File: src/hw/rtl/itp_pkg.sv
`timescale 1ns / 1ps
// ----------------------------------------------------------------------------
// Instruction trace profiler package
// Shared constants, operation and table codes, and the structs passed
// between the front end, the histogram banks and the top level.
// ----------------------------------------------------------------------------
package itp_pkg;

   localparam int DEF_HIST_BINS  = 128;
   localparam int DEF_BIN_WIDTH  = 32;
   localparam int DATA_W         = 48;
   localparam int ADDR_W         = 64;
   localparam int NUM_SCALARS    = 10;
   localparam int RSP_FIFO_DEPTH = 8;

   localparam logic [1:0] OP_RECORD = 2'd0;
   localparam logic [1:0] OP_READ   = 2'd1;
   localparam logic [1:0] OP_FLUSH  = 2'd2;

   localparam logic [1:0] TBL_MICRO  = 2'd0;
   localparam logic [1:0] TBL_SIZE   = 2'd1;
   localparam logic [1:0] TBL_BRANCH = 2'd2;
   localparam logic [1:0] TBL_SCALAR = 2'd3;

   localparam logic [1:0] COND_NONE   = 2'd0;
   localparam logic [1:0] COND_READS  = 2'd1;
   localparam logic [1:0] COND_WRITES = 2'd2;

   localparam logic [1:0] MEM_LOAD  = 2'd1;
   localparam logic [1:0] MEM_STORE = 2'd2;

   localparam int SC_MICRO  = 0;
   localparam int SC_MACRO  = 1;
   localparam int SC_SIZE   = 2;
   localparam int SC_BRANCH = 3;
   localparam int SC_LOAD   = 4;
   localparam int SC_STORE  = 5;
   localparam int SC_UBR    = 6;
   localparam int SC_CBR    = 7;
   localparam int SC_OTHER  = 8;
   localparam int SC_FUSE   = 9;

   typedef struct packed {
      logic bump;
      logic rd;
   } hist_cmd_type;

   typedef struct packed {
      logic              valid;
      logic [1:0]        tbl;
      logic              in_range;
      logic [DATA_W-1:0] scalar;
   } rd_info_type;

endpackage

File: src/hw/rtl/itp_rsp_fifo.sv
`timescale 1ns / 1ps
// ----------------------------------------------------------------------------
// Response queue
// Small register queue holding read results until the receiver takes them.
// ----------------------------------------------------------------------------
module itp_rsp_fifo (
   input  logic                        clock,
   input  logic                        reset,
   input  logic                        push,
   input  logic [itp_pkg::DATA_W-1:0]  push_data,
   output logic                        out_valid,
   input  logic                        out_ready,
   output logic [itp_pkg::DATA_W-1:0]  out_data
);

   localparam int PW = $clog2(itp_pkg::RSP_FIFO_DEPTH);

   logic [itp_pkg::DATA_W-1:0] slot_ff [itp_pkg::RSP_FIFO_DEPTH];
   logic [PW-1:0]              wr_ptr_ff;
   logic [PW-1:0]              rd_ptr_ff;
   logic [PW:0]                count_ff;
   logic [PW:0]                count_in;
   logic                       pop;

   assign out_valid = count_ff != '0;
   assign out_data  = slot_ff[rd_ptr_ff];
   assign pop       = out_valid && out_ready;
   assign count_in  = count_ff + (PW+1)'(push) - (PW+1)'(pop);

   always_ff @(posedge clock) begin
      if (push) begin
         slot_ff[wr_ptr_ff] <= push_data;
      end
   end

   always_ff @(posedge clock) begin
      if (reset) begin
         wr_ptr_ff <= '0;
         rd_ptr_ff <= '0;
         count_ff  <= '0;
      end else begin
         if (push) begin
            wr_ptr_ff <= wr_ptr_ff + PW'(1);
         end
         if (pop) begin
            rd_ptr_ff <= rd_ptr_ff + PW'(1);
         end
         count_ff <= count_in;
      end
   end

   a_no_push_when_full: assert property (@(posedge clock) disable iff (reset)
      push |-> (count_ff != (PW+1)'(itp_pkg::RSP_FIFO_DEPTH)))
      else $error("response queue overflow");

endmodule

File: config.mk
export PLATFORM = sky130hd
export DESIGN_NAME = itp_rsp_fifo
export DESIGN_NICKNAME = d
export VERILOG_FILES = /design/src/hw/rtl/itp_pkg.sv /design/src/hw/rtl/itp_rsp_fifo.sv
export SDC_FILE = /design/constraint.sdc
export NUM_CORES = 1
export LEC_CHECK = 0
export BUFFER_PORTS_ARGS = -buffer_cell sky130_fd_sc_hd__buf_2
export CAP_MARGIN = 20
export CORE_MARGIN = 5
export CORE_UTILIZATION = 65
export CTS_BUF_LIST = sky130_fd_sc_hd__clkbuf_4 sky130_fd_sc_hd__clkbuf_8
export DETAILED_ROUTE_END_ITERATION = 8
export PLACE_DENSITY_LB_ADDON = 0.12
export SETUP_SLACK_MARGIN = 0.15
export SLEW_MARGIN = 20
export SYNTH_ARGS = -nofsm -noshare
export SYNTH_HDL_FRONTEND = slang
export SYNTH_SLANG_ARGS = --single-unit
File: constraint.sdc
create_clock -name clock -period 6.7 [get_ports clock]
set_input_delay 0.335 -clock clock [delete_from_list [all_inputs] [get_ports clock]]
set_output_delay 0.335 -clock clock [all_outputs]
set_load 0.01 [all_outputs]
# After elaboration in Yosys (flattened, before gate mapping)
# Memories as Yosys holds them, arrays and structs flattened. A register that Yosys moved wholly into a read port is not among the register bits.
# Index checks and enable logic that the tools add are counted.
# totals
regBits	10
ramBits	384
mem_count	1
# op_classes
n_addsub	4
n_mux	4
n_reduce_logical	2
# memory_table
memory	depth	word_bits	read_ports	rd_clocked_by_memory_dff	write_ports	line_no	rtl
slot_ff	8	48	1	1	1	itp_rsp_fifo.sv:18	logic [itp_pkg::DATA_W-1:0] slot_ff [itp_pkg::RSP_FIFO_DEPTH];
# ops
op	count
adder 3 x 1 -> 3 bit, second input constant	2
two-way mux 3 bit	2
adder 4 x 1 -> 4 bit	1
nonzero test 4 bit	1
subtractor 4 x 1 -> 4 bit	1
two-way mux 1 bit	2
logical AND 1 bit	1

# Longest topological paths before layout
# logic_depth
word_depth	4
ltp_mapped	11
depth_no_buf	11

# Least setup slack after synthesis
# OpenSTA, ideal clock, no wires.
# synth_path
path_kind	reg-to-reg
startpoint	register wr_ptr_ff[2]
endpoint	memory slot_ff[0][0] in the netlist's numbering, enable pin
setup_time_ns	0.513
arrival_time_ns	3.773
t_required_ns	6.187
slack_ns	2.414
stages_incl_launch_ff	3
path_cell_list	dfxtp_1 nand2b_1 nor3_1
# synth_rtl
element	line_no	rtl
start: declaration	itp_rsp_fifo.sv:19	logic [PW-1:0] wr_ptr_ff;
start signal: assignment	itp_rsp_fifo.sv:43	wr_ptr_ff <= wr_ptr_ff + PW'(1);
end: declaration	itp_rsp_fifo.sv:18	
# No word-level cell before the write port.

==> results.toml <==
[synth]
syn_area_um2 = 15200
synth.largest_area_cell = "edfxtp_1"
synth_top_area_share_pct = 75.6
yosys_warnings = 0
synthTopCellsByArea = "edfxtp_1 76%, mux4_2 14%, mux2_4 3.9%"
syn_inst = 631
ys.flop_type = "edfxtp_1"
synth_seq_area_share_pct = 77.3
syn_nets = 690
syn_avg_cell_area_um2 = 24.2
synth.most_common_cell = "edfxtp_1"
ys_ff_latch = 397
synth_edf_count = 384
synthTopCellsByCount = "384 x edfxtp_1, 93 x mux4_2, 40 x mux2_4, 13 x dfxtp_1, 13 x nor2_1"
async_flop_share_pct = 0
yosys.cell_types.count = 27

[power]
p_sw_mw = 1.32
clkPwrFrac_pct = 33.9
peakVddDrop_uv = 376
sw_frac_of_total_pct = 23.6
p_leak_nw = 5.88
p_comb_share_pct = 14.1
powerDensity_nw_per_um2 = 316
cell_internal_pwr_mw = 4.29
power_frac_seq_pct = 52.0

[timing]
fin_crit_ns = 3.57
worstMarginPinSlew_ns = 1.11
maxSlewViolCount = 0
hold_viol = 0
clock-skew-final_ns = 0.0170
relSlewSlack_pct = 26.1
max_freq_mhz = 280
setup_tns_ns = 0
period_share_pct = 53.3
setup_viol = 0
rsz0062_at_grt = "no"

[layout]
diodes = 0
drive_gt1_share_pct = 41.3
final_cells = 1193
ff_latch_area_um2 = 11800
multi_input_area_um2 = 3270
area_growth_pct = 16.4
n_fill_cell = 1272
num-nets-final = 884

[setup_path]
crit_chain = "buf_4, mux4_1, mux2_4, buf_2"
critical_path_class = "flop to output pin"
cp_data_arrival_time_ns = 3.24
cp_num_buf_inv = 2
slowest_stage = "dfxtp_4"
critPathMaxStageDelay_ns = 0.82
required_ns = 6.36
rrSetupSlack_ns = 4.35
end_kind = "output pin"
cp_max_fo = 38
crit_family = "multiplexers"
critPathLaunchType = "flop"

[floorplan]
coreArea_um2 = 23300
die-area_um2 = 26600
ioPinCount = 101
dieWidth_um = 163
die_h_um = 163
initial_utilization_pct = 65.5
core.rowCount = 56

[route]
routed_via_density = 5.83
vias = 6952
post_drt_wl_per_cell_um = 23.3
detail-route-antenna-nets = 0
routed_wl_mm = 27.8
drtIter0Drc = 496
first_pass_iters = 4
remaining_drc_errors = 0

[placement]
placed_cells = 1035
hpwlAfterDp_mm = 14.9
portBuffers = 100
routabilityCongestion = 0.750

[global_route]
grt_max_degree = 65
antenna_found_initial = 0
grt_use_total_pct = 21.8
first_global_vias = 7603
grt_pass1_wl_mm = 43.4
grt-ovfl-total = 0

[clocking]
cts_htree_levels = 2
cts_tree = "yes"
root_buffer = "clkbuf_8"
cts.sinks = 397
clk_latency_ns = 0.60
clk_pin_slew_ns = 0.06
clockBufferDepth = 3
numCtsBuffers = 59

[outcome]
status = "completed"

[min_path]
min_path_type = "input pin to flop"

[flow_run]
drv_cap = 0
==> power by group through the flow <==
| stage | combinational [mW] | clock (mW) | sequential (mW) |
|---|---|---|---|
| after global routing | 0.851 | 2.07 | 2.93 |
| after global placement | 0.756 | 0 | 2.97 |
| after floorplan | 0.632 | 0 | 2.87 |
| final | 0.790 | 1.90 | 2.92 |
| after detailed placement | 0.778 | 0 | 2.97 |
| after CTS | 0.804 | 1.94 | 2.92 |
==> path summary, 6_finish.rpt <==
path                                    from              to  cells after the start
worst max-delay path                    flop    out_data[28]                      4
worst min-delay path                   reset     count_ff[1]                      2
worst max register to register  wr_ptr_ff[2]  slot_ff[2][25]                      3
worst min register to register  rd_ptr_ff[2]            flop                      2
==> stage by stage <==
step	power [mW]	util, %	cell area [um2]	hold WS, ns	worst slack, ns
global route	5.85	76.3	17800	0.0568	2.87
global placement	3.72	69.2	16100	0.496	3.70
detailed placement	3.75	69.2	16100	0.494	3.68
floorplan	3.51	-	15200	0.434	2.41
CTS	5.67	76.3	17800	0.0147	3.03
finish	5.61	76.3	17800	0.0559	3.13
==> layout by cell type, fill, tap and decap left out, drive strengths merged <==
master       Yosys  layout
a21oi            6       6
a31o             1       1
buf             18     113
bufinv           0       1
clkbuf          10      83
clkinv           0      24
clkinvlp         0       1
dfxtp           13      13
dlygate4sd3      0      48
edfxtp         384     384
fa               1       1
ha               6       6
inv              8       9
mux2            50      50
mux2i            1       1
mux4            96      96
nand2            5       5
nand2b           4       4
nand3            3       3
nor2            13      13
nor2b            2       2
nor3             2       2
nor3b            1       1
o21ai            3       3
or3              1       1
xnor2            1       1
xor2             2       2
==> logic make-up after synthesis <==
group                    count (synthesis)  share of synthesized area [%]
flip-flops                             397                           77.3
multiplexers                           147                           19.0
buffers and inverters                   36                           1.57
AND/OR/NAND/NOR                         31                          0.944
AO/OA/AOI/OAI                           10                          0.353
adder cells (fa/ha/maj)                  7                          0.624
XOR/XNOR                                 3                          0.172
==> metal layers <==
layer / GRT usage (%) / share of wire, % / vias to the layer above
met4: 6.29 / 1.9 / 0
met1: 31.1 / 43 / 3630
li1: - / - / 3072
met5: 0 / 0 / -
met2: 35.6 / 50 / 205
met3: 4.04 / 5.1 / 45
==> area by class of cell <==
cell class                 count  area share [%]
inverter                       8           0.169
clock buffer                  83            5.77
timing repair buffer         161            6.08
sequential                   397            66.5
multi-input combinational    198            18.4
tap                          319            2.25
clock inverter                27           0.839
==> what timing repair did <==
| item | CTS | global route |
|---|---|---|
| resized for setup | 0 | 0 |
| hold buffers | 48 | 0 |
| endpoints found under the hold margin | 375 | 0 |
| setup buffers | 0 | 0 |
==> state kept, by name (all words and copies together) (netlist names), named ones only <==
name / flops
wr_ptr_ff: 3
rd_ptr_ff: 3
slot_ff: 384
count_ff: 4
(Power assumes the default switching activity.)
