File: src/hw/rtl/itp_pkg.sv
`timescale 1ns / 1ps
// ----------------------------------------------------------------------------
// Instruction trace profiler package
// Shared constants, operation and table codes, and the structs passed
// between the front end, the histogram banks and the top level.
// ----------------------------------------------------------------------------
package itp_pkg;

   localparam int DEF_HIST_BINS  = 128;
   localparam int DEF_BIN_WIDTH  = 32;
   localparam int DATA_W         = 48;
   localparam int ADDR_W         = 64;
   localparam int NUM_SCALARS    = 10;
   localparam int RSP_FIFO_DEPTH = 8;

   localparam logic [1:0] OP_RECORD = 2'd0;
   localparam logic [1:0] OP_READ   = 2'd1;
   localparam logic [1:0] OP_FLUSH  = 2'd2;

   localparam logic [1:0] TBL_MICRO  = 2'd0;
   localparam logic [1:0] TBL_SIZE   = 2'd1;
   localparam logic [1:0] TBL_BRANCH = 2'd2;
   localparam logic [1:0] TBL_SCALAR = 2'd3;

   localparam logic [1:0] COND_NONE   = 2'd0;
   localparam logic [1:0] COND_READS  = 2'd1;
   localparam logic [1:0] COND_WRITES = 2'd2;

   localparam logic [1:0] MEM_LOAD  = 2'd1;
   localparam logic [1:0] MEM_STORE = 2'd2;

   localparam int SC_MICRO  = 0;
   localparam int SC_MACRO  = 1;
   localparam int SC_SIZE   = 2;
   localparam int SC_BRANCH = 3;
   localparam int SC_LOAD   = 4;
   localparam int SC_STORE  = 5;
   localparam int SC_UBR    = 6;
   localparam int SC_CBR    = 7;
   localparam int SC_OTHER  = 8;
   localparam int SC_FUSE   = 9;

   typedef struct packed {
      logic bump;
      logic rd;
   } hist_cmd_type;

   typedef struct packed {
      logic              valid;
      logic [1:0]        tbl;
      logic              in_range;
      logic [DATA_W-1:0] scalar;
   } rd_info_type;

endpackage

File: src/hw/rtl/itp_hist_bank.sv
`timescale 1ns / 1ps
// ----------------------------------------------------------------------------
// Histogram bank
// One bin memory with a registered read. Bumps are read, incremented
// and written back; the last write is forwarded to a read of the same
// bin issued at the same edge. Per-bin valid bits stand in for the
// cleared reset contents.
// ----------------------------------------------------------------------------
module itp_hist_bank #(
   parameter int HIST_BINS = itp_pkg::DEF_HIST_BINS,
   parameter int BIN_WIDTH = itp_pkg::DEF_BIN_WIDTH
) (
   input  logic                       clock,
   input  logic                       reset,
   input  itp_pkg::hist_cmd_type      cmd,
   input  logic [$clog2(HIST_BINS)-1:0] addr,
   output logic [BIN_WIDTH-1:0]       value
);

   localparam int AW = $clog2(HIST_BINS);

   logic [BIN_WIDTH-1:0] mem_ff [HIST_BINS];
   logic [HIST_BINS-1:0] valid_ff;
   logic [BIN_WIDTH-1:0] rd_data_ff;
   logic                 rd_valid_ff;
   logic                 bump_ff;
   logic [AW-1:0]        addr_ff;
   logic                 wr_en_ff;
   logic [AW-1:0]        wr_addr_ff;
   logic [BIN_WIDTH-1:0] wr_data_ff;
   logic [BIN_WIDTH-1:0] cur_val;
   logic [BIN_WIDTH-1:0] next_val;

   always_comb begin
      if (wr_en_ff && (wr_addr_ff == addr_ff)) begin
         cur_val = wr_data_ff;
      end else if (rd_valid_ff) begin
         cur_val = rd_data_ff;
      end else begin
         cur_val = '0;
      end
      next_val = cur_val + BIN_WIDTH'(1);
   end

   assign value = cur_val;

   always_ff @(posedge clock) begin
      if (cmd.bump || cmd.rd) begin
         rd_data_ff <= mem_ff[addr];
      end
      if (bump_ff) begin
         mem_ff[addr_ff] <= next_val;
      end
      addr_ff    <= addr;
      wr_addr_ff <= addr_ff;
      wr_data_ff <= next_val;
   end

   always_ff @(posedge clock) begin
      if (reset) begin
         valid_ff    <= '0;
         bump_ff     <= 1'b0;
         wr_en_ff    <= 1'b0;
         rd_valid_ff <= 1'b0;
      end else begin
         bump_ff  <= cmd.bump;
         wr_en_ff <= bump_ff;
         if (bump_ff) begin
            valid_ff[addr_ff] <= 1'b1;
         end
         if (cmd.bump || cmd.rd) begin
            rd_valid_ff <= valid_ff[addr];
         end
      end
   end

   a_written_bin_valid: assert property (@(posedge clock) disable iff (reset)
      wr_en_ff |-> valid_ff[wr_addr_ff])
      else $error("written bin not marked valid");

endmodule

File: config.mk
export PLATFORM = sky130hd
export DESIGN_NAME = itp_hist_bank
export DESIGN_NICKNAME = d
export VERILOG_FILES = /design/src/hw/rtl/itp_pkg.sv /design/src/hw/rtl/itp_hist_bank.sv
export SDC_FILE = /design/constraint.sdc
export NUM_CORES = 2
export LEC_CHECK = 0
export ABC_AREA = 0
export ABC_CLOCK_PERIOD_IN_PS = 12200
export BUFFER_PORTS_ARGS = -buffer_cell sky130_fd_sc_hd__buf_4
export CORE_MARGIN = 2
export CORE_UTILIZATION = 63
export DETAILED_ROUTE_END_ITERATION = 10
export PLACE_DENSITY = 0.79
export SYNTH_ARGS = -nofsm -noshare
export SYNTH_HDL_FRONTEND = slang
export SYNTH_SLANG_ARGS = --single-unit
File: constraint.sdc
create_clock -name clock -period 12.2 [get_ports clock]
set_input_delay 2.44 -clock clock [delete_from_list [all_inputs] [get_ports clock]]
set_output_delay 2.44 -clock clock [all_outputs]
set_load 0.02 [all_outputs]
### After elaboration in Yosys (flattened, before gate mapping)

Memories as Yosys holds them, arrays and structs flattened. A register that Yosys moved wholly into a read port is not among the register bits.
Cells that the tools add are included.

| storage, ports and cells | value |
|---|---|
| register bits | 177 |
| memory bits (writable) | 4096 |
| input bits | 11 |
| output and inout port bits | 32 |
| logic and storage cells | 25 |
| memories | 1 |

Memory list:

| name | words | width | read ports | clocked after memory_dff | wr ports | line | source |
|---|---|---|---|---|---|---|---|
| mem_ff | 128 | 32 | 1 | 1 | 1 | itp_hist_bank.sv:22 | `logic [BIN_WIDTH-1:0] mem_ff [HIST_BINS];` |

| cells by class | value |
|---|---|
| add/subtract/negate cells | 1 |
| $lt $le $gt $ge | 3 |
| equality and inequality tests | 1 |
| muxes and demuxes | 8 |
| bitwise logic cells | 1 |
| reductions and logical operators | 3 |

Operators with widths:

| operator | count |
|---|---|
| $or 128x128->128 | 1 |
| $mux 32 | 2 |
| $add 32x1->32 const B | 1 |
| $lt 7x8->1 const B | 2 |
| $bmux 1 s7 | 1 |
| $demux 1 s7 | 1 |
| $eq 7x7->1 | 1 |
| $ge 7x1->1 const B | 1 |
| $mux 1 | 4 |
| $logic_and 1x1->1 | 2 |
| $logic_or 1x1->1 | 1 |

### Longest topological paths before layout

| logic depth | value |
|---|---|
| depth after elaboration | 5 |
| gate-level depth with buffers | 11 |
| gate-level depth less buffers | 7 |

### Least setup slack after synthesis

OpenSTA, ideal clock, no wires.

| timing | value |
|---|---|
| path type | reg-to-reg |
| start point | register addr_ff[3] |
| end point | memory mem_ff[0][1] (netlist bit) (data pin) |
| library setup time | 0.830 ns |
| data arrival time | 8.828 ns |
| required time | 11.370 ns |
| setup slack | 2.542 ns |
| stages on the path, launching flop included | 9 |
| buffers on the path | 2 |
| period minus slack after synthesis | 9.658 ns |
| cells stage by stage | dfxtp_1 -> buf_6 -> xnor2_2 -> and4_2 -> nand2_1 -> clkbuf_1 -> and3_1 -> a21oi_1 -> xnor2_1 |

| on the way | value |
|---|---|
| cells in the longest elaborated chain, start to end | 4 |

Ends and longest elaborated chain:

| what | line | source |
|---|---|---|
| start, declared | itp_hist_bank.sv:27 | `logic [AW-1:0] addr_ff;` |
| start signal, assigned | itp_hist_bank.sv:54 | `addr_ff <= addr;` |
| $eq 7x7->1 | itp_hist_bank.sv:35 | `if (wr_en_ff && (wr_addr_ff == addr_ff)) begin` |
| $logic_and 1x1->1 | itp_hist_bank.sv:35 |  |
| $mux 32 | itp_hist_bank.sv:35 |  |
| $add 32x1->32 | itp_hist_bank.sv:42 | `next_val = cur_val + BIN_WIDTH'(1);` |
| named net next_val[1] | itp_hist_bank.sv:32 | `logic [BIN_WIDTH-1:0] next_val;` |
| end, declared | itp_hist_bank.sv:22 |  |

The timed path passes the listed nets, and every way through them passes these cells.

### Worst setup path in the final report

| timing | value |
|---|---|
| start point | register addr_ff[4] |
| end point | output port value[4] |

| on the way | value |
|---|---|
| cells in the longest elaborated chain, start to end | 3 |

Ends and longest elaborated chain:

| what | line | source |
|---|---|---|
| $eq 7x7->1 | itp_hist_bank.sv:35 |  |
| $logic_and 1x1->1 | itp_hist_bank.sv:35 |  |
| $mux 32 | itp_hist_bank.sv:35 |  |
| end, declared | itp_hist_bank.sv:17 | `output logic [BIN_WIDTH-1:0] value` |

No other way between the ends.

==> run_results.csv <==
group,metric,value,unit
synthesis,syn_area_per_cell,23.8,µm²
die,core,257000,µm²
timing,fin_crit,6.88,ns
synthesis,yosysMostFrequentCell,"edfxtp_1",
clocking,clock_latency,1.05,ns
global_route,antenna_found_initial,47,
synthesis,synth_top_area_cell,"edfxtp_1",
clocking,cts_sinks,4305,
clocking,cts_tree,"built",
die,die_w,513,µm
place,dpl.hpwl,227000,µm
detailed_routing,vias,83400,
detailed_routing,drtPass1Iterations,11,
worst_setup_path,worstSetupPathType,"reg2out",
timing,holdWs,0.467,ns
synthesis,syn-cell-area,163000,µm²
synthesis,synth-compound-area-share,0.00720,
synthesis,synth_seq_cells,4305,
die,die_area,263000,µm²
die,die_h,513,µm
global_route,grt_max_degree,131,
detailed_routing,viasPerCell,7.63,
timing,setup-tns-final,0,ns
synthesis,yosys.area_share.simple,0.0164,
min_path,hold_class,"reg2reg",
synthesis,yosys.area_share.adder,0,
synthesis,yosysUniqueCellTypes,54,
worst_setup_path,required,9.76,ns
timing,hold_viol,0,
worst_setup_path,slowest_stage,"a21oi_1",
pwr,p_total,31.1,mW
timing,timing.fmax,145,MHz
global_route,grt_pass1_wl,672000,µm
worst_setup_path,cp_slowest_stage_delay,0.90,ns
worst_setup_path,critPathBufInv,2,
timing,slew_viol_final,12,
pwr,p_leak,57.8,nW
global_route,gr-total-overflow,0,
timing,tightestPinTransition,1.75,ns
place,placed_cells_incl_taps,10200,
timing,fin_worst_skew,0.0708,ns
synthesis,synth_top_family_by_area,"multiplexers",
cells_and_area,layout.cells.non_filler,10900,
synthesis,async_reset_ff_frac,0,
worst_setup_path,path_max_fanout,17,
clocking,clk_path_buf_depth,4,
synthesis,synthMuxAreaShare,0.183,
detailed_routing,post_drt_wl_per_cell,44.3,µm
timing,period_share,0.564,
run,maxCapViolCount,9,
pwr,power_frac_seq,0.529,
synthesis,ys_warn_count,0,
global_route,grt_pass1_vias,85000,
synthesis,synth_edf_count,4128,
synthesis,ys_top_cells_by_count,"edfxtp_1, mux4_2, nor2_1",
synthesis,synth_ff_type,"edfxtp_1",
pwr,intPower,24.3,mW
clocking,clkTransAtPathRegs,0.06,ns
detailed_routing,drcViolationCount,1,
detailed_routing,drtAntennaViolNets,0,
run_status,status,"complete, but fails checks",
place,place.gp.congestion,0.935,
run_status,violations,"DRC, capacitance limit, slew limit",
synthesis,postSynthCellCount,6850,
place,place_ws,4.94,ns
worst_setup_path,crit_path_end_kind,"output pin",
clocking,post-cts-setup-buffers,0,
clocking,ctsResizeCount,0,
clocking,htreeDepth,5,
synthesis,synth_nets,6861,
pwr,p_switching,6.77,mW
die,num_rows,186,
worst_setup_path,crit_chain,"xnor2_4 > and4_1 > nand2_1 > and3_1 > a21oi_1 > inv_1 > buf_4",
worst_setup_path,crit_family,"simple AND/OR/NAND/NOR gates",
cells_and_area,final_layout_size_suffix_gt1_frac,0.319,
worst_setup_path,crit_arrival,4.44,ns
synthesis,yosysTopAreaCellShare,0.760,
clocking,cts_buffers,417,
timing,rsz0062_at_grt,"no",
cells_and_area,fin_nets,7222,
synthesis,synth_area_leaders,"edfxtp_1, mux4_2, dfxtp_1",
place,numPortBuffers,42,
timing,setup_slack,5.32,ns
cells_and_area,syn2layout_area_growth,12.3,%
global_route,grt_use_total,0.374,
pwr,powerDensity,170,nW/µm²
pwr,power_frac_comb,0.053,
detailed_routing,drtIter0Drc,15600,
pwr,ir_drop,0.175,mV
detailed_routing,wirelength,484000,µm
cells_and_area,fill_cells,13100,
clocking,postCtsHoldBufs,0,
synthesis,synth_xor_area_frac,0.00201,
pwr,p_sw_frac,0.218,
worst_setup_path,critPathLaunchType,"register",
die,start_util,0.634,
timing,slew_headroom,-0.168,
pwr,power.clock.fraction,0.418,
synthesis,ys_seq_area_frac,0.782,
timing,setup_viol,0,
clocking,cts-root-buf,"clkbuf_16",
die,io_pins,43,
## layout by cell type (no fill, tap or decap), types with 17 or more instances in the layout
master,n
clkbuf_16,425
clkbuf_1,79
nor2_1,279
edfxtp_1,4128
dfxtp_1,177
diode_2,18
clkinv_1,84
buf_12,17
clkinv_2,82
nor2_4,130
mux4_2,1317
o22ai_1,118
nand3_1,28
nor4_1,37
nand2_1,67
bufinv_16,46
buf_4,284
## metrics by stage
step | instance area, µm² | util
2_1_floorplan | 163000 | -
3_3_place_gp | 170000 | 0.660
3_5_place_dp | 170000 | 0.660
4_1_cts | 183000 | 0.712
5_1_grt | 183000 | 0.712
6_report | 183000 | 0.712
## logic make-up (layout without fill, tap and decap cells)
logic type                after synthesis  count (layout)
DFF                                  4305            4305
muxes                                1327            1327
and+or+nand+nor                       619             619
buffers and inverters                 380            1065
AOI/OAI and AO/OA                     188             188
xor gates and xnor gates               31              31
other                                   0              18
## layout make-up
type	count	area, µm²	area share
clock buffers	509	11000	0.0601
diodes	18	45.0	0.000246
flip-flops and latches	4305	128000	0.696
well taps	3384	4230	0.0231
inverters	16	60.1	0.000328
repair buffers	306	2560	0.0140
clock inverters	234	2320	0.0127
multi-input cells	2165	35400	0.193
## power groups by stage
stage | clock, mW | sequential (mW) | combinational, mW
floorplan | 0 | 16.8 | 0.931
global placement | 0 | 16.7 | 1.49
detailed placement | 0 | 16.7 | 1.54
CTS | 13.0 | 16.4 | 1.59
global route | 13.5 | 16.4 | 1.67
finish | 13.0 | 16.4 | 1.64
## worst register-to-register path, delay by kind of cell (launching register included)
family / cells / cell delay, ns
AO/OA/AOI/OAI: 1 / 0.16
XOR/XNOR: 1 / 0.19
buffers and inverters: 3 / 1.98
flip-flops: 1 / 0.71
multiplexers: 1 / 0.77
AND/OR/NAND/NOR: 4 / 1.40
## registers in the layout, summed over array words and instances, names as in the netlist
name	cells
addr_ff	7
mem_ff	4096
rd_valid_ff	1
bump_ff	1
valid_ff	128
wr_data_ff	32
wr_addr_ff	7
rd_data_ff	32
wr_en_ff	1
## routing by layer
metal | track usage | share of wire
met3 | 0.128 | 0.15
met4 | 0.247 | 0.084
met1 | 0.461 | 0.30
met5 | 0 | 0.00082
met2 | 0.570 | 0.47
## final timing paths
check | slack (ns) | cells after the start | startpoint | end
worst min register to register | 0.47 | 2 | valid_ff[19] | valid_ff[19]
worst max register to register | 6.56 | 10 | addr_ff[4] | mem_ff[100][30]
worst min-delay path | 0.47 | 2 | valid_ff[19] | valid_ff[19]
worst max-delay path | 5.32 | 7 | addr_ff[4] | value[4]
Note: power is estimated with default switching activity, not from simulation.
