--- config.mk ---
export PLATFORM = sky130hd
export DESIGN_NAME = itp_front
export DESIGN_NICKNAME = d
export VERILOG_FILES = /design/src/hw/rtl/itp_pkg.sv /design/src/hw/rtl/itp_front.sv
export SDC_FILE = /design/constraint.sdc
export NUM_CORES = 2
export LEC_CHECK = 0
export BUFFER_PORTS_ARGS = -buffer_cell sky130_fd_sc_hd__buf_4
export CAP_MARGIN = 5
export CORE_MARGIN = 5
export CORE_UTILIZATION = 35
export CTS_BUF_LIST = sky130_fd_sc_hd__clkbuf_2
export CTS_CLUSTER_DIAMETER = 50
export DETAILED_ROUTE_END_ITERATION = 6
export PLACE_DENSITY = 0.59
export SETUP_SLACK_MARGIN = 0.05
export SLEW_MARGIN = 15
export SYNTH_ARGS = -nofsm -noshare
export SYNTH_HDL_FRONTEND = slang
export SYNTH_SLANG_ARGS = --single-unit
--- constraint.sdc ---
create_clock -name clock -period 10.1 [get_ports clock]
set_input_delay 1.01 -clock clock [delete_from_list [all_inputs] [get_ports clock]]
set_output_delay 1.01 -clock clock [all_outputs]
set_load 0.1 [all_outputs]
--- src/hw/rtl/itp_pkg.sv ---
`timescale 1ns / 1ps
// ----------------------------------------------------------------------------
// Instruction trace profiler package
// Shared constants, operation and table codes, and the structs passed
// between the front end, the histogram banks and the top level.
// ----------------------------------------------------------------------------
package itp_pkg;

   localparam int DEF_HIST_BINS  = 128;
   localparam int DEF_BIN_WIDTH  = 32;
   localparam int DATA_W         = 48;
   localparam int ADDR_W         = 64;
   localparam int NUM_SCALARS    = 10;
   localparam int RSP_FIFO_DEPTH = 8;

   localparam logic [1:0] OP_RECORD = 2'd0;
   localparam logic [1:0] OP_READ   = 2'd1;
   localparam logic [1:0] OP_FLUSH  = 2'd2;

   localparam logic [1:0] TBL_MICRO  = 2'd0;
   localparam logic [1:0] TBL_SIZE   = 2'd1;
   localparam logic [1:0] TBL_BRANCH = 2'd2;
   localparam logic [1:0] TBL_SCALAR = 2'd3;

   localparam logic [1:0] COND_NONE   = 2'd0;
   localparam logic [1:0] COND_READS  = 2'd1;
   localparam logic [1:0] COND_WRITES = 2'd2;

   localparam logic [1:0] MEM_LOAD  = 2'd1;
   localparam logic [1:0] MEM_STORE = 2'd2;

   localparam int SC_MICRO  = 0;
   localparam int SC_MACRO  = 1;
   localparam int SC_SIZE   = 2;
   localparam int SC_BRANCH = 3;
   localparam int SC_LOAD   = 4;
   localparam int SC_STORE  = 5;
   localparam int SC_UBR    = 6;
   localparam int SC_CBR    = 7;
   localparam int SC_OTHER  = 8;
   localparam int SC_FUSE   = 9;

   typedef struct packed {
      logic bump;
      logic rd;
   } hist_cmd_type;

   typedef struct packed {
      logic              valid;
      logic [1:0]        tbl;
      logic              in_range;
      logic [DATA_W-1:0] scalar;
   } rd_info_type;

endpackage

--- src/hw/rtl/itp_front.sv ---
`timescale 1ns / 1ps
// ----------------------------------------------------------------------------
// Profiler front end
// Decodes each beat, tracks the previous micro index and flag use, computes
// size and branch distance bins over three stages, keeps the scalar
// counters, and issues bump or read commands to the histogram banks.
// ----------------------------------------------------------------------------
module itp_front #(
   parameter int HIST_BINS = itp_pkg::DEF_HIST_BINS
) (
   input  logic                          clock,
   input  logic                          reset,
   input  logic                          acc,
   input  logic [1:0]                    in_op,
   input  logic [6:0]                    in_micro_index,
   input  logic [itp_pkg::ADDR_W-1:0]    in_instr_address,
   input  logic [itp_pkg::ADDR_W-1:0]    in_fallthrough_pc,
   input  logic [itp_pkg::ADDR_W-1:0]    in_branch_target,
   input  logic [1:0]                    in_cond_kind,
   input  logic [1:0]                    in_mem_kind,
   input  logic [1:0]                    in_read_table,
   input  logic [6:0]                    in_read_index,
   output itp_pkg::hist_cmd_type         micro_cmd,
   output logic [$clog2(HIST_BINS)-1:0]  micro_addr,
   output itp_pkg::hist_cmd_type         size_cmd,
   output logic [$clog2(HIST_BINS)-1:0]  size_addr,
   output itp_pkg::hist_cmd_type         branch_cmd,
   output logic [$clog2(HIST_BINS)-1:0]  branch_addr,
   output itp_pkg::rd_info_type          rd_info
);

   localparam int AW = $clog2(HIST_BINS);
   localparam int DW = itp_pkg::DATA_W;
   localparam int XW = itp_pkg::ADDR_W;
   localparam int NS = itp_pkg::NUM_SCALARS;

   typedef struct packed {
      logic       is_record;
      logic       is_read;
      logic       first;
      logic       is_branch;
      logic       micro_bump;
      logic       fuse;
      logic [1:0] cond;
      logic [1:0] mem;
      logic [1:0] tbl;
      logic [6:0] idx;
   } stage_ctrl_type;

   // stage 0: decode and history
   logic [6:0]     last_micro_ff, last_micro_in;
   logic [1:0]     last_cond_ff, last_cond_in;
   stage_ctrl_type s0_ctrl;
   logic [AW-1:0]  s0_micro_bin;

   // stage 1: size and distance
   stage_ctrl_type s1_ctrl_ff;
   logic [AW-1:0]  s1_micro_bin_ff;
   logic [XW-1:0]  s1_addr_ff, s1_fall_ff, s1_target_ff;
   logic [XW-1:0]  s1_size, s1_dist;
   logic [AW-1:0]  s1_size_bin;

   // stage 2: group encode and scalar counters
   stage_ctrl_type        s2_ctrl_ff;
   logic [AW-1:0]         s2_micro_bin_ff, s2_size_bin_ff;
   logic [DW-1:0]         s2_size_ff;
   logic [XW-1:0]         s2_dist_ff;
   logic [7:0]            s2_grp_nz;
   logic [7:0][2:0]       s2_grp_pos;
   logic [NS-1:0][DW-1:0] sc_ff, sc_in, sc_add;
   logic [DW-1:0]         s2_scalar;

   // stage 3: branch bin and bank commands
   stage_ctrl_type  s3_ctrl_ff;
   logic [AW-1:0]   s3_micro_bin_ff, s3_size_bin_ff;
   logic [7:0]      s3_grp_nz_ff;
   logic [7:0][2:0] s3_grp_pos_ff;
   logic [DW-1:0]   s3_scalar_ff;
   logic [2:0]      s3_hi_grp;
   logic [5:0]      s3_log2;
   logic [6:0]      s3_bin_full;
   logic [AW-1:0]   s3_branch_bin;
   logic [AW-1:0]   s3_idx_addr;
   logic            s3_in_range;

   always_comb begin
      s0_ctrl.is_record  = acc && (in_op == itp_pkg::OP_RECORD);
      s0_ctrl.is_read    = acc && (in_op == itp_pkg::OP_READ);
      s0_ctrl.first      = in_micro_index == 7'd1;
      s0_ctrl.is_branch  = in_branch_target != '0;
      s0_ctrl.micro_bump = (s0_ctrl.is_record && s0_ctrl.first) ||
                           (acc && (in_op == itp_pkg::OP_FLUSH));
      s0_ctrl.fuse       = s0_ctrl.is_record && (last_cond_ff == itp_pkg::COND_WRITES) &&
                           s0_ctrl.is_branch && (in_cond_kind == itp_pkg::COND_READS);
      s0_ctrl.cond       = in_cond_kind;
      s0_ctrl.mem        = in_mem_kind;
      s0_ctrl.tbl        = in_read_table;
      s0_ctrl.idx        = in_read_index;
      if (int'(last_micro_ff) > HIST_BINS - 1) begin
         s0_micro_bin = AW'(HIST_BINS - 1);
      end else begin
         s0_micro_bin = AW'(last_micro_ff);
      end
      last_micro_in = last_micro_ff;
      last_cond_in  = last_cond_ff;
      if (s0_ctrl.is_record) begin
         last_micro_in = in_micro_index;
         last_cond_in  = in_cond_kind;
      end else if (acc && (in_op == itp_pkg::OP_FLUSH)) begin
         last_micro_in = '0;
      end
   end

   always_comb begin
      s1_size = s1_fall_ff - s1_addr_ff;
      if (s1_addr_ff >= s1_target_ff) begin
         s1_dist = s1_addr_ff - s1_target_ff;
      end else begin
         s1_dist = s1_target_ff - s1_addr_ff;
      end
      if (s1_size > XW'(HIST_BINS - 1)) begin
         s1_size_bin = AW'(HIST_BINS - 1);
      end else begin
         s1_size_bin = s1_size[AW-1:0];
      end
   end

   always_comb begin
      for (int g = 0; g < 8; g++) begin
         s2_grp_nz[g]  = |s2_dist_ff[g*8 +: 8];
         s2_grp_pos[g] = '0;
         for (int b = 0; b < 8; b++) begin
            if (s2_dist_ff[g*8 + b]) begin
               s2_grp_pos[g] = 3'(b);
            end
         end
      end
   end

   always_comb begin
      sc_add = '0;
      if (s2_ctrl_ff.is_record) begin
         sc_add[itp_pkg::SC_MICRO] = DW'(1);
         if (s2_ctrl_ff.first) begin
            sc_add[itp_pkg::SC_MACRO] = DW'(1);
            sc_add[itp_pkg::SC_SIZE]  = s2_size_ff;
         end
         if (s2_ctrl_ff.is_branch) begin
            sc_add[itp_pkg::SC_BRANCH] = DW'(1);
         end
         if (s2_ctrl_ff.mem == itp_pkg::MEM_LOAD) begin
            sc_add[itp_pkg::SC_LOAD] = DW'(1);
         end else if (s2_ctrl_ff.mem == itp_pkg::MEM_STORE) begin
            sc_add[itp_pkg::SC_STORE] = DW'(1);
         end else if (s2_ctrl_ff.is_branch && (s2_ctrl_ff.cond == itp_pkg::COND_NONE)) begin
            sc_add[itp_pkg::SC_UBR] = DW'(1);
         end else if (s2_ctrl_ff.is_branch && (s2_ctrl_ff.cond == itp_pkg::COND_READS)) begin
            sc_add[itp_pkg::SC_CBR] = DW'(1);
         end else begin
            sc_add[itp_pkg::SC_OTHER] = DW'(1);
         end
         if (s2_ctrl_ff.fuse) begin
            sc_add[itp_pkg::SC_FUSE] = DW'(1);
         end
      end
      for (int n = 0; n < NS; n++) begin
         sc_in[n] = sc_ff[n] + sc_add[n];
      end
      s2_scalar = '0;
      if (int'(s2_ctrl_ff.idx) < NS) begin
         s2_scalar = sc_ff[s2_ctrl_ff.idx[3:0]];
      end
   end

   always_comb begin
      s3_hi_grp = '0;
      for (int g = 0; g < 8; g++) begin
         if (s3_grp_nz_ff[g]) begin
            s3_hi_grp = 3'(g);
         end
      end
      s3_log2 = {s3_hi_grp, s3_grp_pos_ff[s3_hi_grp]};
      if (|s3_grp_nz_ff) begin
         s3_bin_full = 7'(s3_log2) + 7'd2;
      end else begin
         s3_bin_full = '0;
      end
      if (int'(s3_bin_full) > HIST_BINS - 1) begin
         s3_branch_bin = AW'(HIST_BINS - 1);
      end else begin
         s3_branch_bin = AW'(s3_bin_full);
      end
      s3_in_range = int'(s3_ctrl_ff.idx) < HIST_BINS;
      s3_idx_addr = AW'(s3_ctrl_ff.idx);
   end

   always_comb begin
      micro_cmd.bump  = s3_ctrl_ff.micro_bump;
      micro_cmd.rd    = s3_ctrl_ff.is_read && (s3_ctrl_ff.tbl == itp_pkg::TBL_MICRO) &&
                        s3_in_range;
      micro_addr      = s3_ctrl_ff.micro_bump ? s3_micro_bin_ff : s3_idx_addr;
      size_cmd.bump   = s3_ctrl_ff.is_record && s3_ctrl_ff.first;
      size_cmd.rd     = s3_ctrl_ff.is_read && (s3_ctrl_ff.tbl == itp_pkg::TBL_SIZE) &&
                        s3_in_range;
      size_addr       = size_cmd.bump ? s3_size_bin_ff : s3_idx_addr;
      branch_cmd.bump = s3_ctrl_ff.is_record && s3_ctrl_ff.is_branch;
      branch_cmd.rd   = s3_ctrl_ff.is_read && (s3_ctrl_ff.tbl == itp_pkg::TBL_BRANCH) &&
                        s3_in_range;
      branch_addr     = branch_cmd.bump ? s3_branch_bin : s3_idx_addr;
      rd_info.valid    = s3_ctrl_ff.is_read;
      rd_info.tbl      = s3_ctrl_ff.tbl;
      rd_info.in_range = s3_in_range;
      rd_info.scalar   = s3_scalar_ff;
   end

   always_ff @(posedge clock) begin
      s1_micro_bin_ff <= s0_micro_bin;
      s1_addr_ff      <= in_instr_address;
      s1_fall_ff      <= in_fallthrough_pc;
      s1_target_ff    <= in_branch_target;
      s2_micro_bin_ff <= s1_micro_bin_ff;
      s2_size_bin_ff  <= s1_size_bin;
      s2_size_ff      <= s1_size[DW-1:0];
      s2_dist_ff      <= s1_dist;
      s3_micro_bin_ff <= s2_micro_bin_ff;
      s3_size_bin_ff  <= s2_size_bin_ff;
      s3_grp_nz_ff    <= s2_grp_nz;
      s3_grp_pos_ff   <= s2_grp_pos;
      s3_scalar_ff    <= s2_scalar;
   end

   always_ff @(posedge clock) begin
      if (reset) begin
         last_micro_ff <= '0;
         last_cond_ff  <= itp_pkg::COND_NONE;
         s1_ctrl_ff    <= '0;
         s2_ctrl_ff    <= '0;
         s3_ctrl_ff    <= '0;
         sc_ff         <= '0;
      end else begin
         last_micro_ff <= last_micro_in;
         last_cond_ff  <= last_cond_in;
         s1_ctrl_ff    <= s0_ctrl;
         s2_ctrl_ff    <= s1_ctrl_ff;
         s3_ctrl_ff    <= s2_ctrl_ff;
         sc_ff         <= sc_in;
      end
   end

endmodule

# ---- Yosys cells after proc, flatten, opt, wreduce, memory -nomap -nowiden
# Index checks and enable logic that the tools add are counted.
dict set report word_totals {
  ff_bits 960
  in_bits 217
  output_inout_bits 79
  elab_cells 227
}
dict set report classes {
  addsub 14
  n_lt_le_gt_ge 5
  n_eq_ne 10
  muxes 78
  n_reduce_logical 45
}
# op count
set ops {}
lappend ops {{adder 48 bit} 10}
lappend ops {{two-way mux 433 bit} 1}
lappend ops {{binary-select mux 48 bit (select 4 bit)} 1}
lappend ops {{subtractor 64 bit} 3}
lappend ops {{two-way mux 145 bit} 1}
lappend ops {{two-way mux 97 bit} 1}
lappend ops {{two-way mux 96 bit} 1}
lappend ops {{OR reduction 8 bit} 9}
lappend ops {{two-way mux 3 bit} 23}
lappend ops {{>= comparator 64 bit} 1}
lappend ops {{> comparator 64 x 7 -> 1 bit (second input constant)} 1}
lappend ops {{two-way mux 64 bit} 1}
lappend ops {{nonzero test 64 bit} 1}
lappend ops {{two-way mux 49 bit} 1}
lappend ops {{two-way mux 48 bit} 1}
lappend ops {{two-way mux 7 bit} 6}
lappend ops {{two-way mux 2 bit} 16}
lappend ops {{OR reduction 4 bit} 8}
lappend ops {{two-way mux 1 bit} 24}
lappend ops {{OR reduction 2 bit} 8}
lappend ops {{logical AND 1 bit} 14}
lappend ops {{== test 2 x 1 -> 1 bit (second input constant)} 5}
lappend ops {{binary-select mux 3 bit (select 3 bit)} 1}
lappend ops {{== test 2 bit (second input constant)} 4}
lappend ops {{8 further kinds} 10}

# ---- Logic depth before layout (Yosys ltp)
dict set report logic_depth {
  word_depth 12
  ltp_mapped 17
  depth_no_buf 16
}

# ---- Least setup slack after synthesis
# Ideal clock, no wire load.
dict set report synth_timing {
  kind {reg2out}
  from {register s3_grp_nz_ff[3]}
  to {output port branch_addr[3]}
  arrival_ps 4603
  required_ps 9090
  path_slack_ps 4487
  path_stages_with_launch 8
  n_path_buf 0
  path_cell_list {dfxtp_1 -> nor2_1 -> o31ai_1 -> mux4_2 -> mux2_2 -> ha_1 -> xnor2_1 -> o21ai_0}
}
dict set report synth_between {
  elab_chain_len 10
  word_cells_on_any_way 11
  cone_classes {1 x add/sub; 9 x mux; 1 x reduce/logical}
}
# item line
set synth_lines {}
lappend synth_lines {{from (decl)} itp_front.sv:76} ;# logic [7:0] s3_grp_nz_ff;
lappend synth_lines {{from (signal assigned)} itp_front.sv:227} ;# s3_grp_nz_ff <= s2_grp_nz;
lappend synth_lines {{two-way mux 3 bit (5 in a row)} itp_front.sv:178} ;# if (s3_grp_nz_ff[g]) begin
lappend synth_lines {{binary-select mux 3 bit (select 3 bit)} itp_front.sv:182} ;# s3_log2 = {s3_hi_grp, s3_grp_pos_ff[s3_hi_grp]};
lappend synth_lines {{two-way mux 3 bit (not written as such)} itp_front.sv:182}
lappend synth_lines {{adder 6 x 2 -> 7 bit} itp_front.sv:184} ;# s3_bin_full = 7'(s3_log2) + 7'd2;
lappend synth_lines {{two-way mux 7 bit (*)} itp_front.sv:183} ;# if (|s3_grp_nz_ff) begin
lappend synth_lines {{two-way mux 7 bit (*)} itp_front.sv:209} ;# branch_addr = branch_cmd.bump ? s3_branch_bin : s3_idx_addr;
lappend synth_lines {{to (decl)} itp_front.sv:28} ;# output logic [$clog2(HIST_BINS)-1:0] branch_addr,
# Every way passes the cells marked *; elsewhere a longest branch is shown, timed or not. The select of a mux whose other input is x is not followed.

# ---- Worst setup path in the final report
dict set report layout_timing {
  from {register s3_grp_nz_ff[3]}
  to {output port branch_addr[5]}
}
# Same word-level chain as after synthesis.

==> impl_metrics.py <==
metrics = {
    "critical_path": {
        "path_class": "flop to output pin",
        "cp-start-kind": "flop",
        "end_kind": "output pin",
        "rr_worst_depth": 13,
        "crit_fanout": 8,
        "cp_data_required_time_ps": 9090,
        "worst_ep_arrival_time_ps": 4700,
    },
    "routing": {
        "highest_layer": "met5",
        "num_vias": 42816,
        "wirelength_mm": 148,
        "drc": 0,
        "drt-pass1-iter-count": 6,
        "drt_iter0_markers": 3029,
        "final_antenna_net_count": 0,
        "wl_per_cell_um": 17.8,
        "viasPerCell": 5.13,
        "wl_met3_mm": 7.59,
        "wl_met1_mm": 67.3,
        "dr_wl_met2_mm": 68.0,
    },
    "floorplan": {
        "core_um2": 139000,
        "die_x_um": 384,
        "die-area_um2": 148000,
        "die_y_um": 384,
        "num_rows": 137,
        "start_util_pct": 35.1,
        "pin_count": 296,
    },
    "sta": {
        "slew_viol_final": 0,
        "rsz0062_at_grt": "false",
        "slew_headroom_pct": 23.8,
        "fin_crit_sh_pct": 56.5,
        "max_freq_mhz": 175,
        "finalSetupViolations": 0,
        "finClkSkew_ps": 152,
        "post-route-min-period_ps": 5710,
        "setup_tns_ps": 0,
        "worst_pin_slew_ps": 1140,
        "final_hold_viol_count": 0,
    },
    "power_and_ir_drop": {
        "p_total_uw": 8100,
        "irDropWorstVdd_v": 0.000102,
        "power_density_nw_per_um2": 137,
        "p_leak_uw": 0.0244,
    },
    "synth": {
        "netlist_area_um2": 49000,
        "syn_avg_cell_area_um2": 8.85,
        "syn-num-nets": 6014,
        "seq_area_frac_synth_pct": 39.2,
        "syn-instance-count": 5537,
        "ys_warn_count": 0,
        "async_flop_share_pct": 0,
        "synth_seq_cells": 960,
        "synth_edf_count": 0,
        "ys.flop_type": "dfxtp_1",
        "synth_cell_type_count": 78,
    },
    "clock_network": {
        "clockBufferDepth": 4,
        "clkTransAtPathRegs_ps": 90,
        "root_buffer": "clkbuf_2",
        "htree_num_levels": 5,
        "clock_sinks": 960,
        "ctsResizeCount": 0,
        "clock_latency_ps": 1620,
        "tritoncts": "done",
        "cts_buffers": 279,
    },
    "place": {
        "dpl.hpwl_mm": 112,
        "gp_congestion": 0.950,
        "io_buffers": 294,
    },
    "global_route": {
        "track_usage_pct": 19.6,
        "grt_first_pass_wirelength_mm": 232,
        "grt_pass1_vias": 42569,
        "antenna_found_initial": 3,
        "overflow": 0,
        "grt_max_degree": 191,
    },
    "finish": {
        "nets": 6790,
        "area.growth.synth_to_final_pct": 21.0,
        "register_area_um2": 19200,
        "most-common-layout-cells": "dfxtp_1 (956), nor2_1 (626), dlygate4sd3_1 (421)",
        "layout_commonest_cell": "dfxtp_1",
        "multi_input_area_um2": 28000,
        "n_fill_cell": 13730,
        "drive_gt1_share_pct": 13.4,
    },
    "status": {
        "status": "completed",
    },
    "run": {
        "drv_cap": 0,
    },
    "worst_hold_path": {
        "hold_path_depth": 2,
        "hp-class": "primary input to flop",
    },
}
==> registers in the layout, summed over array words and instances (netlist names), 8 cells and up <==
register,flops
s2_dist_ff,64
s1_ctrl_ff,19
s3_scalar_ff,48
s1_fall_ff,64
sc_ff,480
s1_target_ff,64
s2_size_ff,48
s3_grp_nz_ff,8
s2_ctrl_ff,19
s3_grp_pos_ff,24
s1_addr_ff,64
==> critical path: stages, from the launching register on <==
cell and delay, ps:
dfxtp_1 340, nor2_1 90, o31ai_4 710, mux4_2 730, mux2_2 350, ha_1 250, nand2_1 80, o21ai_0 100
a32o_1 270, buf_4 240
==> cells by family (layout without fill, tap and decap cells) <==
kind of cell	Yosys count	in the layout	share of synthesized area [%]
AO/OA/AOI/OAI	1107	1107	13.9
buffers and inverters	483	1407	3.75
multiplexers	244	244	7.64
flip-flops	960	960	39.2
XOR/XNOR	492	492	8.80
AND/OR/NAND/NOR	1990	1990	19.9
adder cells (fa/ha/maj)	260	260	6.70
other	1	10	0.00766
==> metal layers <==
| metal | up-vias | GRT usage [%] |
|---|---|---|
| met5 | - | 0 |
| li1 | 21201 | - |
| met1 | 20134 | 25.6 |
| met3 | 304 | 3.38 |
| met2 | 1175 | 32.2 |
| met4 | 2 | 7.85 |
==> cells in the mapped netlist, types with 19 or more instances <==
| library cell | n | area, um2 |
|---|---|---|
| a21oi_1 | 374 | 1870 |
| inv_1 | 240 | 901 |
| ha_1 | 256 | 3200 |
| and3_1 | 147 | 920 |
| buf_1 | 23 | 86.3 |
| and4_1 | 33 | 289 |
| or3_1 | 95 | 594 |
| o21a_1 | 27 | 203 |
| o21bai_1 | 62 | 465 |
| xor2_1 | 319 | 2790 |
| o31ai_1 | 19 | 143 |
| mux2i_1 | 123 | 1230 |
| o21ai_0 | 249 | 1250 |
| nand4_1 | 121 | 757 |
| nand3_1 | 179 | 896 |
| nor2_1 | 626 | 2350 |
| xnor2_1 | 173 | 1520 |
| mux4_2 | 102 | 2300 |
| nand2_1 | 388 | 1460 |
| dfxtp_1 | 960 | 19200 |
| nor3_1 | 82 | 410 |
| a211oi_1 | 33 | 248 |
| and2_1 | 86 | 538 |
| nor4_1 | 37 | 231 |
| a31oi_1 | 35 | 219 |
| nor2b_1 | 98 | 613 |
| o211ai_1 | 23 | 173 |
| a21o_1 | 102 | 766 |
| mux2_2 | 19 | 214 |
| clkbuf_1 | 212 | 796 |
| nand2b_1 | 34 | 213 |
| o22ai_1 | 57 | 357 |
==> layout make-up <==
class                           count  share of cell area, %
Inverter                          240                   1.52
Timing Repair Buffer              738                   11.2
Sequential cell                   960                   32.5
Clock inverter                     50                  0.424
Multi-Input combinational cell   4094                   47.2
Antenna cell                        9                 0.0380
Clock buffer                      379                   3.20
Tap cell                         1876                   3.96
==> path summary, 6_finish.rpt <==
| check | from | to | slack [ps] |
|---|---|---|---|
| setup / recovery | s3_grp_nz_ff[3]$_DFF_P_ | branch_addr[5] | 4390 |
| hold / removal | in_fallthrough_pc[17] | s1_fall_ff[17]$_DFF_P_ | 210 |
| setup reg to reg | s1_addr_ff[1]$_DFF_P_ | s2_size_bin_ff[4]$_SDFF_PN1_ | 4810 |
| hold reg to reg | s2_micro_bin_ff[0]$_DFF_P_ | s3_micro_bin_ff[0]$_DFF_P_ | 310 |
==> power breakdown <==
group | total, uW | switching (uW) | internal (uW)
clock | 2660 | 1620 | 1040
sequential | 4080 | 95.6 | 3980
combinational | 1360 | 799 | 556
==> what timing repair did <==
| action | 4_1_cts | 5_1_grt |
|---|---|---|
| hold buffers | 421 | 0 |
| endpoints found under the hold margin | 339 | 0 |
| setup buffers | 0 | 0 |
==> metrics by stage <==
stage               util (%)  instances  hold slack, ps  worst slack, ps  instance area, um2
floorplan                  -       5537             310             4490               49000
global placement        37.9       7487             310             5020               52900
detailed placement      37.9       7487             312             4920               52900
CTS                     42.5       8337            6.79             4140               59200
global route            42.5       8343            45.4             4120               59200
finish                  42.5       8346             211             4390               59300
No activity file was read; power rests on OpenSTA's default activity.
